**src/rtl/rvd_pkg.sv**
```systemverilog
package rvd_pkg;

  typedef struct packed {
    logic [63:0] raw_bytes;
    logic [3:0]  byte_count;
    logic [3:0]  data_type;
    logic        byte_little;
    logic        word_little;
  } in_item_t;

  typedef struct packed {
    logic [1:0]  status;
    logic [1:0]  kind;
    logic [63:0] value;
  } out_item_t;

  localparam logic [3:0] DT_BOOL = 4'd0;
  localparam logic [3:0] DT_U8   = 4'd1;
  localparam logic [3:0] DT_I8   = 4'd2;
  localparam logic [3:0] DT_U16  = 4'd3;
  localparam logic [3:0] DT_I16  = 4'd4;
  localparam logic [3:0] DT_U32  = 4'd5;
  localparam logic [3:0] DT_I32  = 4'd6;
  localparam logic [3:0] DT_U64  = 4'd7;
  localparam logic [3:0] DT_I64  = 4'd8;
  localparam logic [3:0] DT_F32  = 4'd9;
  localparam logic [3:0] DT_F64  = 4'd10;

  localparam logic [1:0] ST_OK       = 2'd0;
  localparam logic [1:0] ST_EMPTY    = 2'd1;
  localparam logic [1:0] ST_BAD_TYPE = 2'd2;
  localparam logic [1:0] ST_LEN      = 2'd3;

  localparam logic [1:0] KIND_BOOL   = 2'd0;
  localparam logic [1:0] KIND_NUM    = 2'd1;
  localparam logic [1:0] KIND_BIG_U  = 2'd2;
  localparam logic [1:0] KIND_BIG_S  = 2'd3;

  localparam logic [63:0] SAFE_INT_MAX = 64'h001F_FFFF_FFFF_FFFF;

  // conversion classes handed from the front stage to the converter
  typedef enum logic [2:0] {
    CV_RAW  = 3'd0,
    CV_INT  = 3'd1,
    CV_F32  = 3'd2,
    CV_BIG  = 3'd3,
    CV_FIX  = 3'd4
  } conv_t;

  // stage 1 result: aligned integer magnitude and what to do with it
  typedef struct packed {
    logic [1:0]  status;
    logic [1:0]  kind;
    conv_t       conv;
    logic        neg;
    logic [63:0] word;
  } norm_t;

endpackage

```
**src/rtl/rvd_front.sv**
```systemverilog
// byte ordering, extension, error checks and integer magnitude
module rvd_front (
  input  rvd_pkg::in_item_t item,
  output rvd_pkg::norm_t    norm
);

  logic [7:0]  buf_b [8];
  logic [7:0]  ord_b [8];
  logic [3:0]  want;
  logic [63:0] u;
  logic [63:0] mag;
  logic        any_nz;
  logic [3:0]  words;
  logic [3:0]  cnt;

  always_comb begin
    for (int i = 0; i < 8; i++) buf_b[i] = item.raw_bytes[8*i +: 8];

    case (item.data_type)
      rvd_pkg::DT_U8, rvd_pkg::DT_I8:                     want = 4'd1;
      rvd_pkg::DT_U16, rvd_pkg::DT_I16:                   want = 4'd2;
      rvd_pkg::DT_U32, rvd_pkg::DT_I32, rvd_pkg::DT_F32:  want = 4'd4;
      rvd_pkg::DT_U64, rvd_pkg::DT_I64, rvd_pkg::DT_F64:  want = 4'd8;
      default:                                            want = 4'd0;
    endcase
    words = want >> 1;

    // word reversal, then byte swap inside each word
    for (int i = 0; i < 8; i++) ord_b[i] = buf_b[i];
    if (item.word_little) begin
      for (int i = 0; i < 4; i++) begin
        if (4'(i) < words) begin
          ord_b[2*i]   = buf_b[2*(words - 4'(i) - 4'd1)];
          ord_b[2*i+1] = buf_b[2*(words - 4'(i) - 4'd1) + 1];
        end
      end
    end
    if (item.byte_little) begin
      for (int i = 0; i < 4; i++) begin
        if (4'(i) < words) begin
          {ord_b[2*i], ord_b[2*i+1]} = {ord_b[2*i+1], ord_b[2*i]};
        end
      end
    end

    // big-endian assembly of the wanted bytes
    case (want)
      4'd1:    u = {56'd0, ord_b[0]};
      4'd2:    u = {48'd0, ord_b[0], ord_b[1]};
      4'd4:    u = {32'd0, ord_b[0], ord_b[1], ord_b[2], ord_b[3]};
      default: u = {ord_b[0], ord_b[1], ord_b[2], ord_b[3],
                    ord_b[4], ord_b[5], ord_b[6], ord_b[7]};
    endcase

    // bool: any counted byte non-zero
    cnt = (item.byte_count > 4'd8) ? 4'd8 : item.byte_count;
    any_nz = 1'b0;
    for (int i = 0; i < 8; i++) begin
      if (4'(i) < cnt && buf_b[i] != 8'd0) any_nz = 1'b1;
    end

    norm = '0;
    norm.conv = rvd_pkg::CV_FIX;
    mag = u;
    if (item.data_type == rvd_pkg::DT_BOOL) begin
      if (item.byte_count == 4'd0) norm.status = rvd_pkg::ST_EMPTY;
      else norm.word = {63'd0, any_nz};
    end else if (want == 4'd0) begin
      norm.status = rvd_pkg::ST_BAD_TYPE;
    end else if (item.byte_count != want) begin
      norm.status = rvd_pkg::ST_LEN;
    end else begin
      norm.kind = rvd_pkg::KIND_NUM;
      // negation at the type's own width, then zero extension
      case (item.data_type)
        rvd_pkg::DT_I8: begin
          norm.neg = u[7];
          mag = u[7] ? {56'd0, 8'(~u[7:0] + 8'd1)} : u;
        end
        rvd_pkg::DT_I16: begin
          norm.neg = u[15];
          mag = u[15] ? {48'd0, 16'(~u[15:0] + 16'd1)} : u;
        end
        rvd_pkg::DT_I32: begin
          norm.neg = u[31];
          mag = u[31] ? {32'd0, 32'(~u[31:0] + 32'd1)} : u;
        end
        rvd_pkg::DT_I64: begin norm.neg = u[63]; mag = u[63] ? ~u + 64'd1 : u; end
        default:         mag = u;
      endcase
      case (item.data_type)
        rvd_pkg::DT_F32: begin norm.conv = rvd_pkg::CV_F32; norm.word = u; end
        rvd_pkg::DT_F64: begin norm.conv = rvd_pkg::CV_RAW; norm.word = u; end
        rvd_pkg::DT_U64: begin
          if (u > rvd_pkg::SAFE_INT_MAX) begin
            norm.conv = rvd_pkg::CV_BIG; norm.kind = rvd_pkg::KIND_BIG_U; norm.word = u;
          end else begin
            norm.conv = rvd_pkg::CV_INT; norm.word = u;
          end
        end
        rvd_pkg::DT_I64: begin
          if (mag > rvd_pkg::SAFE_INT_MAX) begin
            norm.conv = rvd_pkg::CV_BIG; norm.kind = rvd_pkg::KIND_BIG_S; norm.word = u;
          end else begin
            norm.conv = rvd_pkg::CV_INT; norm.word = mag;
          end
        end
        default: begin norm.conv = rvd_pkg::CV_INT; norm.word = mag; end
      endcase
    end
  end

endmodule

```
**src/rtl/rvd_lzc.sv**
```systemverilog
// leading zero count of a 64-bit word, 7-bit result (64 when zero)
module rvd_lzc (
  input  logic [63:0] word,
  output logic [6:0]  lz
);

  logic [3:0] nib_lz [8];
  logic [7:0] nib_nz;

  // per-byte count, then first non-zero byte from the top
  always_comb begin
    for (int b = 0; b < 8; b++) begin
      nib_nz[b] = |word[8*b +: 8];
      nib_lz[b] = 4'd8;
      for (int k = 0; k < 8; k++) begin
        if (word[8*b + k]) nib_lz[b] = 4'(7 - k);
      end
    end
    lz = 7'd64;
    for (int b = 0; b < 8; b++) begin
      if (nib_nz[b]) lz = 7'(8 * (7 - b)) + 7'(nib_lz[b]);
    end
  end

endmodule

```
**src/rtl/register_value_decoder_top.sv**
```systemverilog
// register value decoder
// in_ channel: raise start with in_item for one cycle; busy is never high,
// so an item may be presented in every clock cycle.
// out_ channel: out_valid strobes for one cycle with out_item (status, kind,
// value); the receiver takes it on that edge and cannot hold it off.
// path: an item passes through four stages: byte ordering and integer
// magnitude, leading zero count, normalising shift, exponent and output
// register.
// throughput: one item per clock, fixed by the pipeline having no feedback.
// f32 widening shares the count and shift for subnormals.
// errors give kind 0 and value 0 with a non-zero status.
// reset: rst_n low at a clock edge clears all valid bits; items in flight
// are dropped and no strobe follows until new items enter.
// the block holds no state between items.
module register_value_decoder_top (
  input  logic               clk,
  input  logic               rst_n,
  input  logic               start,
  output logic               busy,
  input  rvd_pkg::in_item_t  in_item,
  output logic               out_valid,
  output rvd_pkg::out_item_t out_item
);

  rvd_pkg::norm_t norm, s1_r, s2_r;
  logic           v1_r, v2_r, v3_r;
  logic [6:0]     lz, s2_lz_r;
  logic [63:0]    s3_shl_r;
  logic [6:0]     s3_lz_r;
  rvd_pkg::norm_t s3_r;
  logic [22:0]    f_in;

  assign busy = 1'b0;

  rvd_front u_front (.item(in_item), .norm(norm));

  // stage 1 register
  always_ff @(posedge clk) begin
    if (!rst_n) v1_r <= 1'b0;
    else v1_r <= start;
    s1_r <= norm;
  end

  // count leading zeros of an integer or of an f32 subnormal fraction
  logic [63:0] lz_in;
  always_comb begin
    if (s1_r.conv == rvd_pkg::CV_F32) lz_in = {s1_r.word[22:0], 41'd0};
    else lz_in = s1_r.word;
  end
  rvd_lzc u_lzc (.word(lz_in), .lz(lz));

  always_ff @(posedge clk) begin
    if (!rst_n) v2_r <= 1'b0;
    else v2_r <= v1_r;
    s2_r    <= s1_r;
    s2_lz_r <= lz;
  end

  // normalising shift
  always_comb f_in = s2_r.word[22:0];
  always_ff @(posedge clk) begin
    if (!rst_n) v3_r <= 1'b0;
    else v3_r <= v2_r;
    s3_r    <= s2_r;
    s3_lz_r <= s2_lz_r;
    if (s2_r.conv == rvd_pkg::CV_F32) s3_shl_r <= {f_in, 41'd0} << s2_lz_r[5:0];
    else s3_shl_r <= s2_r.word << s2_lz_r[5:0];
  end

  // exponent assembly and output register
  logic [63:0] val;
  logic [10:0] iexp, fexp;
  logic [7:0]  e8;
  always_comb begin
    iexp = 11'(1023 + 63) - 11'(s3_lz_r);
    e8   = s3_r.word[30:23];
    fexp = 11'(896) - 11'(s3_lz_r);
    val  = '0;
    case (s3_r.conv)
      rvd_pkg::CV_INT: begin
        if (s3_r.word == 64'd0) val = '0;
        else val = {s3_r.neg, iexp, s3_shl_r[62:11]};
      end
      rvd_pkg::CV_F32: begin
        if (e8 == 8'hFF)
          val = {s3_r.word[31], 11'h7FF, s3_r.word[22:0], 29'd0}
                | {12'd0, (s3_r.word[22:0] != 23'd0), 51'd0};
        else if (e8 != 8'd0)
          val = {s3_r.word[31], 11'(e8) + 11'd896, s3_r.word[22:0], 29'd0};
        else if (s3_r.word[22:0] == 23'd0)
          val = {s3_r.word[31], 63'd0};
        else
          val = {s3_r.word[31], fexp, s3_shl_r[62:11]};
      end
      rvd_pkg::CV_RAW, rvd_pkg::CV_BIG, rvd_pkg::CV_FIX: val = s3_r.word;
      default: val = s3_r.word;
    endcase
  end

  always_ff @(posedge clk) begin
    if (!rst_n) out_valid <= 1'b0;
    else out_valid <= v3_r;
    out_item.status <= s3_r.status;
    out_item.kind   <= s3_r.kind;
    out_item.value  <= val;
  end

endmodule
```
**config.mk**
```make
export PLATFORM = sky130hd
export DESIGN_NAME = register_value_decoder_top
export DESIGN_NICKNAME = d
export VERILOG_FILES = /design/src/rtl/rvd_pkg.sv /design/src/rtl/rvd_front.sv /design/src/rtl/rvd_lzc.sv /design/src/rtl/register_value_decoder_top.sv
export SDC_FILE = /design/constraint.sdc
export NUM_CORES = 1
export LEC_CHECK = 0
export BUFFER_PORTS_ARGS = -buffer_cell sky130_fd_sc_hd__buf_2
export CORE_MARGIN = 4
export CORE_UTILIZATION = 30
export DETAILED_ROUTE_END_ITERATION = 16
export REMOVE_ABC_BUFFERS = 1
export SYNTH_ARGS = -nofsm -noshare
export SYNTH_HDL_FRONTEND = slang
export SYNTH_SLANG_ARGS = --single-unit
export TNS_END_PERCENT = 5
```
**constraint.sdc**
```tcl
create_clock -name clk -period 6.1 [get_ports clk]
set_input_delay 0.61 -clock clk [delete_from_list [all_inputs] [get_ports clk]]
set_output_delay 0.61 -clock clk [all_outputs]
set_load 0.02 [all_outputs]
```
## Word level (Yosys, flattened, before mapping)

Memory sizes are Yosys's and may differ from the RTL's.
Cells that the tools add are included.

| operators by class | value |
|---|---|
| add/subtract/negate cells | 24 |
| magnitude comparators | 23 |
| eq/ne operators | 16 |
| shifts and indexed selects | 2 |
| mux-type cells | 148 |
| bitwise operators | 13 |
| reduce and logical (&&, ||, !) cells | 33 |

Operators by type and width:

| cell | count |
|---|---|
| two-way mux 64 bit | 16 |
| greater-or-equal comparator 33 x 4 -> 1 bit, second input constant | 8 |
| two-way mux 4 bit | 66 |
| inverter 32 -> 33 bit | 8 |
| case mux 64 bit (2 select lines) | 2 |
| case mux 64 bit (4 select lines) | 1 |
| binary-select mux 8 bit (select 3 bit) | 8 |
| case mux 64 bit (3 select lines) | 1 |
| two-way mux 63 bit | 3 |
| adder 32 x 1 -> 32 bit, second input constant | 5 |
| > comparator 64 x 53 -> 1 bit, second input constant | 2 |
| two-way mux 16 bit | 8 |
| two-way mux 8 bit | 16 |
| << shifter 64 x 6 -> 63 bit | 2 |
| subtractor 31 x 1 -> 31 bit, second input constant | 3 |
| nonzero test 8 bit | 9 |
| adder 64 x 1 -> 64 bit, second input constant | 1 |
| zero test 64 bit | 1 |
| inverter 64 bit | 1 |
| bitwise OR 64 x 52 -> 64 bit | 1 |
| OR reduction 8 bit | 8 |
| two-way mux 7 bit | 7 |
| inverter 32 bit | 1 |
| adder 6 x 4 -> 7 bit, first input constant | 4 |
| 35 further kinds | 77 |

| word-level totals | value |
|---|---|
| register bits after elaboration | 365 |
| bits in read-only memories | 64 |
| input bits | 77 |
| memories kept | 1 |

Memories:

| memory | words | width | rd ports | clocked after memory_dff | write ports | line | source |
|---|---|---|---|---|---|---|---|
| (no name shown) | 16 | 4 | 1 | 0 | 0 | rvd_front.sv:19 | `case (item.data_type)` |

## Depth between registers and ports, before layout

An unclocked memory read counts as a cell.

| logic depth | value |
|---|---|
| word-level depth | 26 |
| depth in mapped cells | 23 |

## Cells and area by module

Synthesis repeated with hierarchy kept, for this count alone.

| unflattened totals | value |
|---|---|
| cells, all modules | 2863 |
| area total of the unflattened synthesis | 23558.8 um^2 |

Modules (own cells, without submodules):

| module | times used | cells each | area an instance (um^2) | seq. area each (um^2) |
|---|---|---|---|---|
| register_value_decoder_top | 1 | 1235 | 13633.1 | 7086.8 |
| rvd_front | 1 | 1490 | 9143.8 | 0.0 |
| rvd_lzc | 1 | 138 | 782.0 | 0.0 |

## Worst setup path after synthesis

OpenSTA, ideal clock, no wires.

| path | value |
|---|---|
| path type | in2reg |
| start point | input in_item[2] (netlist name) |
| end point | register s1_r[7] (netlist name) |
| library setup time | 0.141 ns |
| arrival | 5.237 ns |
| path slack | 0.722 ns |
| stages | 21 |
| path buffers | 4 |
| cell sequence | inv_1 > ha_1 > buf_2 > and3b_1 > buf_2 > o41ai_4 > buf_6 > inv_2 > o221ai_1 > mux2i_1 > a221oi_4 > and4bb_1 > nand4_2 > nor3_2 > mux2_2 > nor4_4 > nand2_1 > o311a_4 > buf_2 > a21oi_1 > o22ai_1 |

| on the way | value |
|---|---|
| word-level cells in the longest chain between the ends | 26 |

RTL lines:

| what | line | source |
|---|---|---|
| start: declaration | register_value_decoder_top.sv:20 | `input rvd_pkg::in_item_t in_item,` |
| memory read (16 x 4 bit) | n/a |  |
| subtractor 3 x 2 -> 4 bit / subtractor 3 x 1 -> 4 bit (equally long branches) | rvd_front.sv:33, rvd_front.sv:34 |  |
| subtractor 31 x 1 -> 31 bit | rvd_front.sv:33, rvd_front.sv:34 |  |
| adder 32 x 1 -> 32 bit | rvd_front.sv:34 | `ord_b[2*i+1] = buf_b[2*(words - 4'(i) - 4'd1) + 1];` |
| inverter 32 -> 33 bit (implied by the code) | rvd_front.sv:34 |  |
| binary-select mux 8 bit (select 3 bit) | rvd_front.sv:34 |  |
| two-way mux 8 bit (implied by the code) (2 in series) | rvd_front.sv:34 |  |
| two-way mux 16 bit | rvd_front.sv:32 | `if (4'(i) < words) begin` |
| [9 not listed] | n/a |  |
| two-way mux 64 bit | rvd_front.sv:68 | `end else if (want == 4'd0) begin` |
| two-way mux 64 bit | rvd_front.sv:65 | `if (item.data_type == rvd_pkg::DT_BOOL) begin` |
| > comparator 64 x 53 -> 1 bit | rvd_front.sv:102 | `if (mag > rvd_pkg::SAFE_INT_MAX) begin` |
| two-way mux 64 bit | rvd_front.sv:102 |  |
| case mux 64 bit (2 select lines) | rvd_front.sv:91 | `case (item.data_type)` |
| two-way mux 64 bit | rvd_front.sv:70 | `end else if (item.byte_count != want) begin` |
| two-way mux 64 bit | rvd_front.sv:68 |  |
| two-way mux 64 bit * | rvd_front.sv:65 |  |
| end signal: assignment | register_value_decoder_top.sv:41 | `s1_r <= norm;` |
| end: declaration | register_value_decoder_top.sv:25 | `rvd_pkg::norm_t norm, s1_r, s2_r;` |

Every way passes the cells marked *; elsewhere a longest branch is shown, timed or not. The select of a mux whose other input is x is not followed.
A chain may end at the register's enable or synchronous reset.

## Final worst setup path

| path | value |
|---|---|
| start point | input in_item[2] (netlist name) |
| end point | register s1_r[4] (netlist name) |

Same word-level chain as after synthesis.

==> flow_summary.html <==
<table>
<tr><th>Metric</th><th>Value</th></tr>
<tr><th colspan="2">Placed design</th></tr>
<tr><td>Minimum setup slack after placement</td><td>-0.2326 ns</td></tr>
<tr><td>Gpl congestion</td><td>1.040</td></tr>
<tr><td>Placement Cell Area</td><td>25330 um2</td></tr>
<tr><td>HPWL after detailed placement</td><td>76580 um</td></tr>
<tr><td>Dpl cells</td><td>3922</td></tr>
<tr><td>Number of buffer cells added on primary ports</td><td>145</td></tr>
<tr><th colspan="2">Route</th></tr>
<tr><td>Wire length after detailed routing</td><td>97870 um</td></tr>
<tr><td>Number of remaining DRC errors</td><td>0</td></tr>
<tr><td>Post-DRT Antenna Nets</td><td>0</td></tr>
<tr><td>Vias after detailed routing</td><td>24080</td></tr>
<tr><td>Via density per instance</td><td>6.044</td></tr>
<tr><td>Drt initial violations</td><td>3396</td></tr>
<tr><td>Post-DR wirelength/cell</td><td>24.57 um</td></tr>
<tr><td>First drt pass iteration count</td><td>6</td></tr>
<tr><th colspan="2">GRT</th></tr>
<tr><td>Total global routing overflow</td><td>0</td></tr>
<tr><td>Total track usage</td><td>0.2335</td></tr>
<tr><td>Largest net degree at the start of global routing</td><td>65</td></tr>
<tr><td>Met1 Resource Use GR</td><td>0.2988</td></tr>
<tr><td>Number of antenna violations at the first check in global routing</td><td>1</td></tr>
<tr><td>Wire length of the first global-routing pass</td><td>142900 um</td></tr>
<tr><td>Met2 Use GR</td><td>0.3747</td></tr>
<tr><td>Global routing's busiest layer</td><td>met2</td></tr>
<tr><td>Via count of the first global-routing pass</td><td>22164</td></tr>
<tr><td>Global Route met3 Usage</td><td>0.02666</td></tr>
<tr><th colspan="2">Die</th></tr>
<tr><td>Die width</td><td>282.5 um</td></tr>
<tr><td>Floorplan core area</td><td>74570 um2</td></tr>
<tr><td>Initial cell density of the core</td><td>0.3031</td></tr>
<tr><td>FP Rows</td><td>100</td></tr>
<tr><td>Die area</td><td>79800 um2</td></tr>
<tr><td>Vertical die dimension</td><td>282.5 um</td></tr>
<tr><td>Number of I/O pins</td><td>147</td></tr>
<tr><th colspan="2">Worst hold path</th></tr>
<tr><td>Number of cells on the worst hold path</td><td>2</td></tr>
<tr><td>Worst hold path type</td><td>in -&gt; reg</td></tr>
<tr><td>End point of the most critical hold path</td><td>v1_r</td></tr>
<tr><td>Launch instance of the worst min-delay path</td><td>start</td></tr>
<tr><th colspan="2">Clock tree</th></tr>
<tr><td>Total CTS buffers</td><td>34</td></tr>
<tr><td>Post-CTS Setup Inserts</td><td>0</td></tr>
<tr><td>Deepest level of the CTS H-tree</td><td>2</td></tr>
<tr><td>Number of gates resized after cts</td><td>0</td></tr>
<tr><td>Master cell of the clock root buffer</td><td>sky130_fd_sc_hd__clkbuf_16</td></tr>
<tr><td>Bufs on Longest Clock Path</td><td>3</td></tr>
<tr><td>Source-to-sink clock delay at the later pin of the worst-skew pair</td><td>0.53 ns</td></tr>
<tr><td>Hold-fix buffer count after cts</td><td>0</td></tr>
<tr><td>Clock slew at the register clock pins of the worst setup and hold paths</td><td>0.06 ns</td></tr>
<tr><td>CTS sink cnt</td><td>354</td></tr>
<tr><td>TritonCTS clock tree</td><td>done</td></tr>
<tr><th colspan="2">Finish</th></tr>
<tr><td>Area growth from synthesis to layout</td><td>17.51%</td></tr>
<tr><td>Total of fill cells in the finished design</td><td>7808</td></tr>
<tr><td>Fraction of layout cells with a size suffix above 1</td><td>0.1874</td></tr>
<tr><td>Count of antenna diodes in the layout</td><td>0</td></tr>
<tr><td>Post-Layout Inst Area</td><td>26560 um2</td></tr>
<tr><td>Leading cell types in the layout, fill and taps excluded</td><td>350 x sky130_fd_sc_hd__dfxtp_1, 269 x sky130_fd_sc_hd__nor2_1, 228 x sky130_fd_sc_hd__nand2_1</td></tr>
<tr><td>Net count reported at finish</td><td>3077</td></tr>
<tr><td>Count of non-filler cells in the finished layout</td><td>3984</td></tr>
<tr><td>Commonest non-fill, non-tap cell in the layout</td><td>sky130_fd_sc_hd__dfxtp_1</td></tr>
<tr><th colspan="2">Yosys</th></tr>
<tr><td>Avg Inst Size Synth</td><td>8.076 um2</td></tr>
<tr><td>Instance count of the mapped netlist</td><td>2799</td></tr>
<tr><td>Share of Yosys cell area claimed by the top area cell type</td><td>0.3135</td></tr>
<tr><td>Cell types with the largest area share after synthesis</td><td>sky130_fd_sc_hd__dfxtp_1 31%, sky130_fd_sc_hd__mux2i_1 6.8%, sky130_fd_sc_hd__nor2_1 4.5%, sky130_fd_sc_hd__a21oi_1 4.4%, sky130_fd_sc_hd__o21ai_0 3.8%</td></tr>
<tr><td>Number of warnings issued by yosys</td><td>0</td></tr>
<tr><td>Distinct cell type count after synthesis</td><td>123</td></tr>
<tr><td>Share of synthesized registers carrying an async set or reset</td><td>0</td></tr>
<tr><td>Number of synthesized register bits</td><td>354</td></tr>
<tr><td>Flip-flop cell with the highest count after synthesis</td><td>sky130_fd_sc_hd__dfxtp_1</td></tr>
<tr><td>Number of synthesized flops with an enable pin</td><td>0</td></tr>
<tr><td>Sequential fraction of the synthesis area</td><td>0.3135</td></tr>
<tr><td>Syn Std Cell Area</td><td>22600 um2</td></tr>
<tr><td>Most area-hungry cell type in the Yosys netlist</td><td>sky130_fd_sc_hd__dfxtp_1</td></tr>
<tr><th colspan="2">Setup path</th></tr>
<tr><td>Most frequent cell on the critical path</td><td>sky130_fd_sc_hd__buf_4</td></tr>
<tr><td>Worst stage delay on the critical path</td><td>0.72 ns</td></tr>
<tr><td>Type of the worst setup path</td><td>in -&gt; reg</td></tr>
<tr><td>Endpoint of the worst register-to-register path</td><td>out_item[41]</td></tr>
<tr><td>Critical path fanouts, max</td><td>15</td></tr>
<tr><td>Cell chain of the critical path</td><td>buf_2 &gt; inv_1 &gt; ha_1 &gt; and3b_1 &gt; buf_4 &gt; o21ai_4 &gt; a21oi_1 &gt; nor4_1 &gt; a211oi_1 &gt; buf_4 &gt; nor4_2 &gt; nand4b_1 &gt; or3_4 &gt; nor4_4 &gt; mux2i_1 &gt; nor4_4 &gt; nand2_1 &gt; buf_4 &gt; o21ai_2 &gt; buf_4 &gt; nor4b_1 &gt; o31ai_1</td></tr>
<tr><td>Worst R2R Path Depth</td><td>8</td></tr>
<tr><td>Reg2reg setup slack</td><td>2.41 ns</td></tr>
<tr><td>Type of origin of the critical path</td><td>input port</td></tr>
<tr><td>Kind of end point of the critical path</td><td>flop</td></tr>
<tr><td>Slowest stage cell, crit path</td><td>sky130_fd_sc_hd__nor4_1</td></tr>
<tr><td>Arr. time, crit path</td><td>6.28 ns</td></tr>
<tr><td>Required time of the worst setup path</td><td>6.49 ns</td></tr>
<tr><td>Reg-to-Reg Start</td><td>s3_r[61]</td></tr>
<tr><th colspan="2">STA</th></tr>
<tr><td>Clock Skews</td><td>0.02423 ns</td></tr>
<tr><td>Setup repair after global routing missed its margin</td><td>no</td></tr>
<tr><td>Worst hold margin</td><td>0.2860 ns</td></tr>
<tr><td>Hold Violations, Final</td><td>0</td></tr>
<tr><td>Peak Freq</td><td>169.7 MHz</td></tr>
<tr><td>Portion of the clock cycle consumed by the worst path in the final layout</td><td>0.9658</td></tr>
<tr><td>Slew at the pin with the worst max-slew slack</td><td>1.240 ns</td></tr>
<tr><td>Final setup viols</td><td>0</td></tr>
<tr><td>Final setup margin</td><td>0.2087 ns</td></tr>
<tr><td>Worst-case headroom to the max-slew limit</td><td>0.1648</td></tr>
<tr><td>Max-slew violation count</td><td>0</td></tr>
<tr><td>Crit path time final</td><td>5.891 ns</td></tr>
<tr><th colspan="2">Power</th></tr>
<tr><td>Static leakage</td><td>10.81 nW</td></tr>
<tr><td>IR Drop Worst-Case VDD</td><td>203.3 uV</td></tr>
<tr><td>Power per cell area</td><td>308.6 nW/um2</td></tr>
<tr><td>Total power</td><td>8.197 mW</td></tr>
<tr><th colspan="2">Run status</th></tr>
<tr><td>Run status</td><td>completed</td></tr>
<tr><th colspan="2">Job</th></tr>
<tr><td>Max capacitance violation total</td><td>0</td></tr>
</table>
-- worst max path at each step --
stage,from,endpoint
floorplan,in_item[2],s1_r[17]
global placement,in_item[2],s1_r[66]
detailed placement,in_item[2],s1_r[4]
CTS,in_item[2],s1_r[4]
global route,in_item[2],s1_r[66]
finish,in_item[2],s1_r[4]
-- power breakdown --
part | internal (mW) | total (mW) | switching [mW]
Sequential | 2.55 | 2.79 | 0.238
Clock | 1.40 | 2.28 | 0.887
Combinational | 1.15 | 3.12 | 1.98
Total | 5.09 | 8.20 | 3.10
-- cell usage after synthesis, types with 15 or more instances --
master and n:
sky130_fd_sc_hd__nand3_1 81, sky130_fd_sc_hd__mux2i_1 154, sky130_fd_sc_hd__xnor2_1 15, sky130_fd_sc_hd__clkbuf_1 119, sky130_fd_sc_hd__inv_1 82, sky130_fd_sc_hd__nor2_1 269, sky130_fd_sc_hd__a222oi_1 32, sky130_fd_sc_hd__o22ai_1 58
sky130_fd_sc_hd__mux4_2 22, sky130_fd_sc_hd__nor3b_1 17, sky130_fd_sc_hd__a32o_1 18, sky130_fd_sc_hd__a21oi_1 199, sky130_fd_sc_hd__o21ai_0 172, sky130_fd_sc_hd__nand2_1 229, sky130_fd_sc_hd__o31ai_1 18, sky130_fd_sc_hd__nand2b_1 31
sky130_fd_sc_hd__a31oi_1 46, sky130_fd_sc_hd__nor3_1 82, sky130_fd_sc_hd__a211oi_1 62, sky130_fd_sc_hd__o21ai_1 24, sky130_fd_sc_hd__and3_1 23, sky130_fd_sc_hd__mux2_2 24, sky130_fd_sc_hd__nor4_1 54, sky130_fd_sc_hd__and2_1 46
sky130_fd_sc_hd__nand4_1 20, sky130_fd_sc_hd__buf_1 20, sky130_fd_sc_hd__a221oi_1 33, sky130_fd_sc_hd__nor2b_1 26, sky130_fd_sc_hd__a32oi_1 20, sky130_fd_sc_hd__a22oi_1 37, sky130_fd_sc_hd__dfxtp_1 354, sky130_fd_sc_hd__a21o_1 21
sky130_fd_sc_hd__a22o_1 39, sky130_fd_sc_hd__buf_2 42
-- metal layers --
layer,share of wire,up-vias
li1,-,10989
met1,0.40,11274
met2,0.44,1472
met3,0.076,345
met4,0.078,0
met5,0,-
-- state kept, by name (all words and copies together), names as in the netlist --
register	flops
s1_r	72
out_item	68
s3_r	64
s3_shl_r	52
s2_r	49
f_in	23
e8	8
s2_lz_r	7
s3_lz_r	7
out_valid	1
v1_r	1
v2_r	1
v3_r	1
-- area by class of cell --
type	instances	area (um2)	area share
clock buffers	49	1031	0.03881
clock inverters	13	203.9	0.007678
inverters	91	341.6	0.01286
multi-input cells	2147	14240	0.5362
flip-flops and latches	354	7094	0.2671
well taps	969	1212	0.04565
repair buffers	361	2437	0.09176
-- worst max-delay path, delay by kind of cell --
family	cells	cell delay, ns
simple gates	9	3.09
fa+ha+maj	1	0.35
compound gates	5	1.02
mux	1	0.16
buf+inv	6	1.00
-- kinds of logic (layout without fill, tap and decap cells) --
| logic type | count (synthesis) | in the layout | share of synthesized area |
|---|---|---|---|
| AND/OR/NAND/NOR | 956 | 956 | 0.2123 |
| other | 1 | 1 | 0.0001659 |
| flip-flops | 354 | 354 | 0.3135 |
| AO/OA/AOI/OAI | 949 | 949 | 0.2951 |
| buffers and inverters | 298 | 514 | 0.05818 |
| multiplexers | 203 | 203 | 0.1042 |
| adder cells (fa/ha/maj) | 11 | 11 | 0.006089 |
| XOR/XNOR | 27 | 27 | 0.01046 |
-- per-stage QoR --
step	utilization	TNS [ns]
after floorplan	-	-57.69
after global placement	0.3396	-3.063
after detailed placement	0.3396	-4.643
after CTS	0.3562	0
after global routing	0.3562	0
final	0.3562	0
No activity file was read; power rests on OpenSTA's default activity.
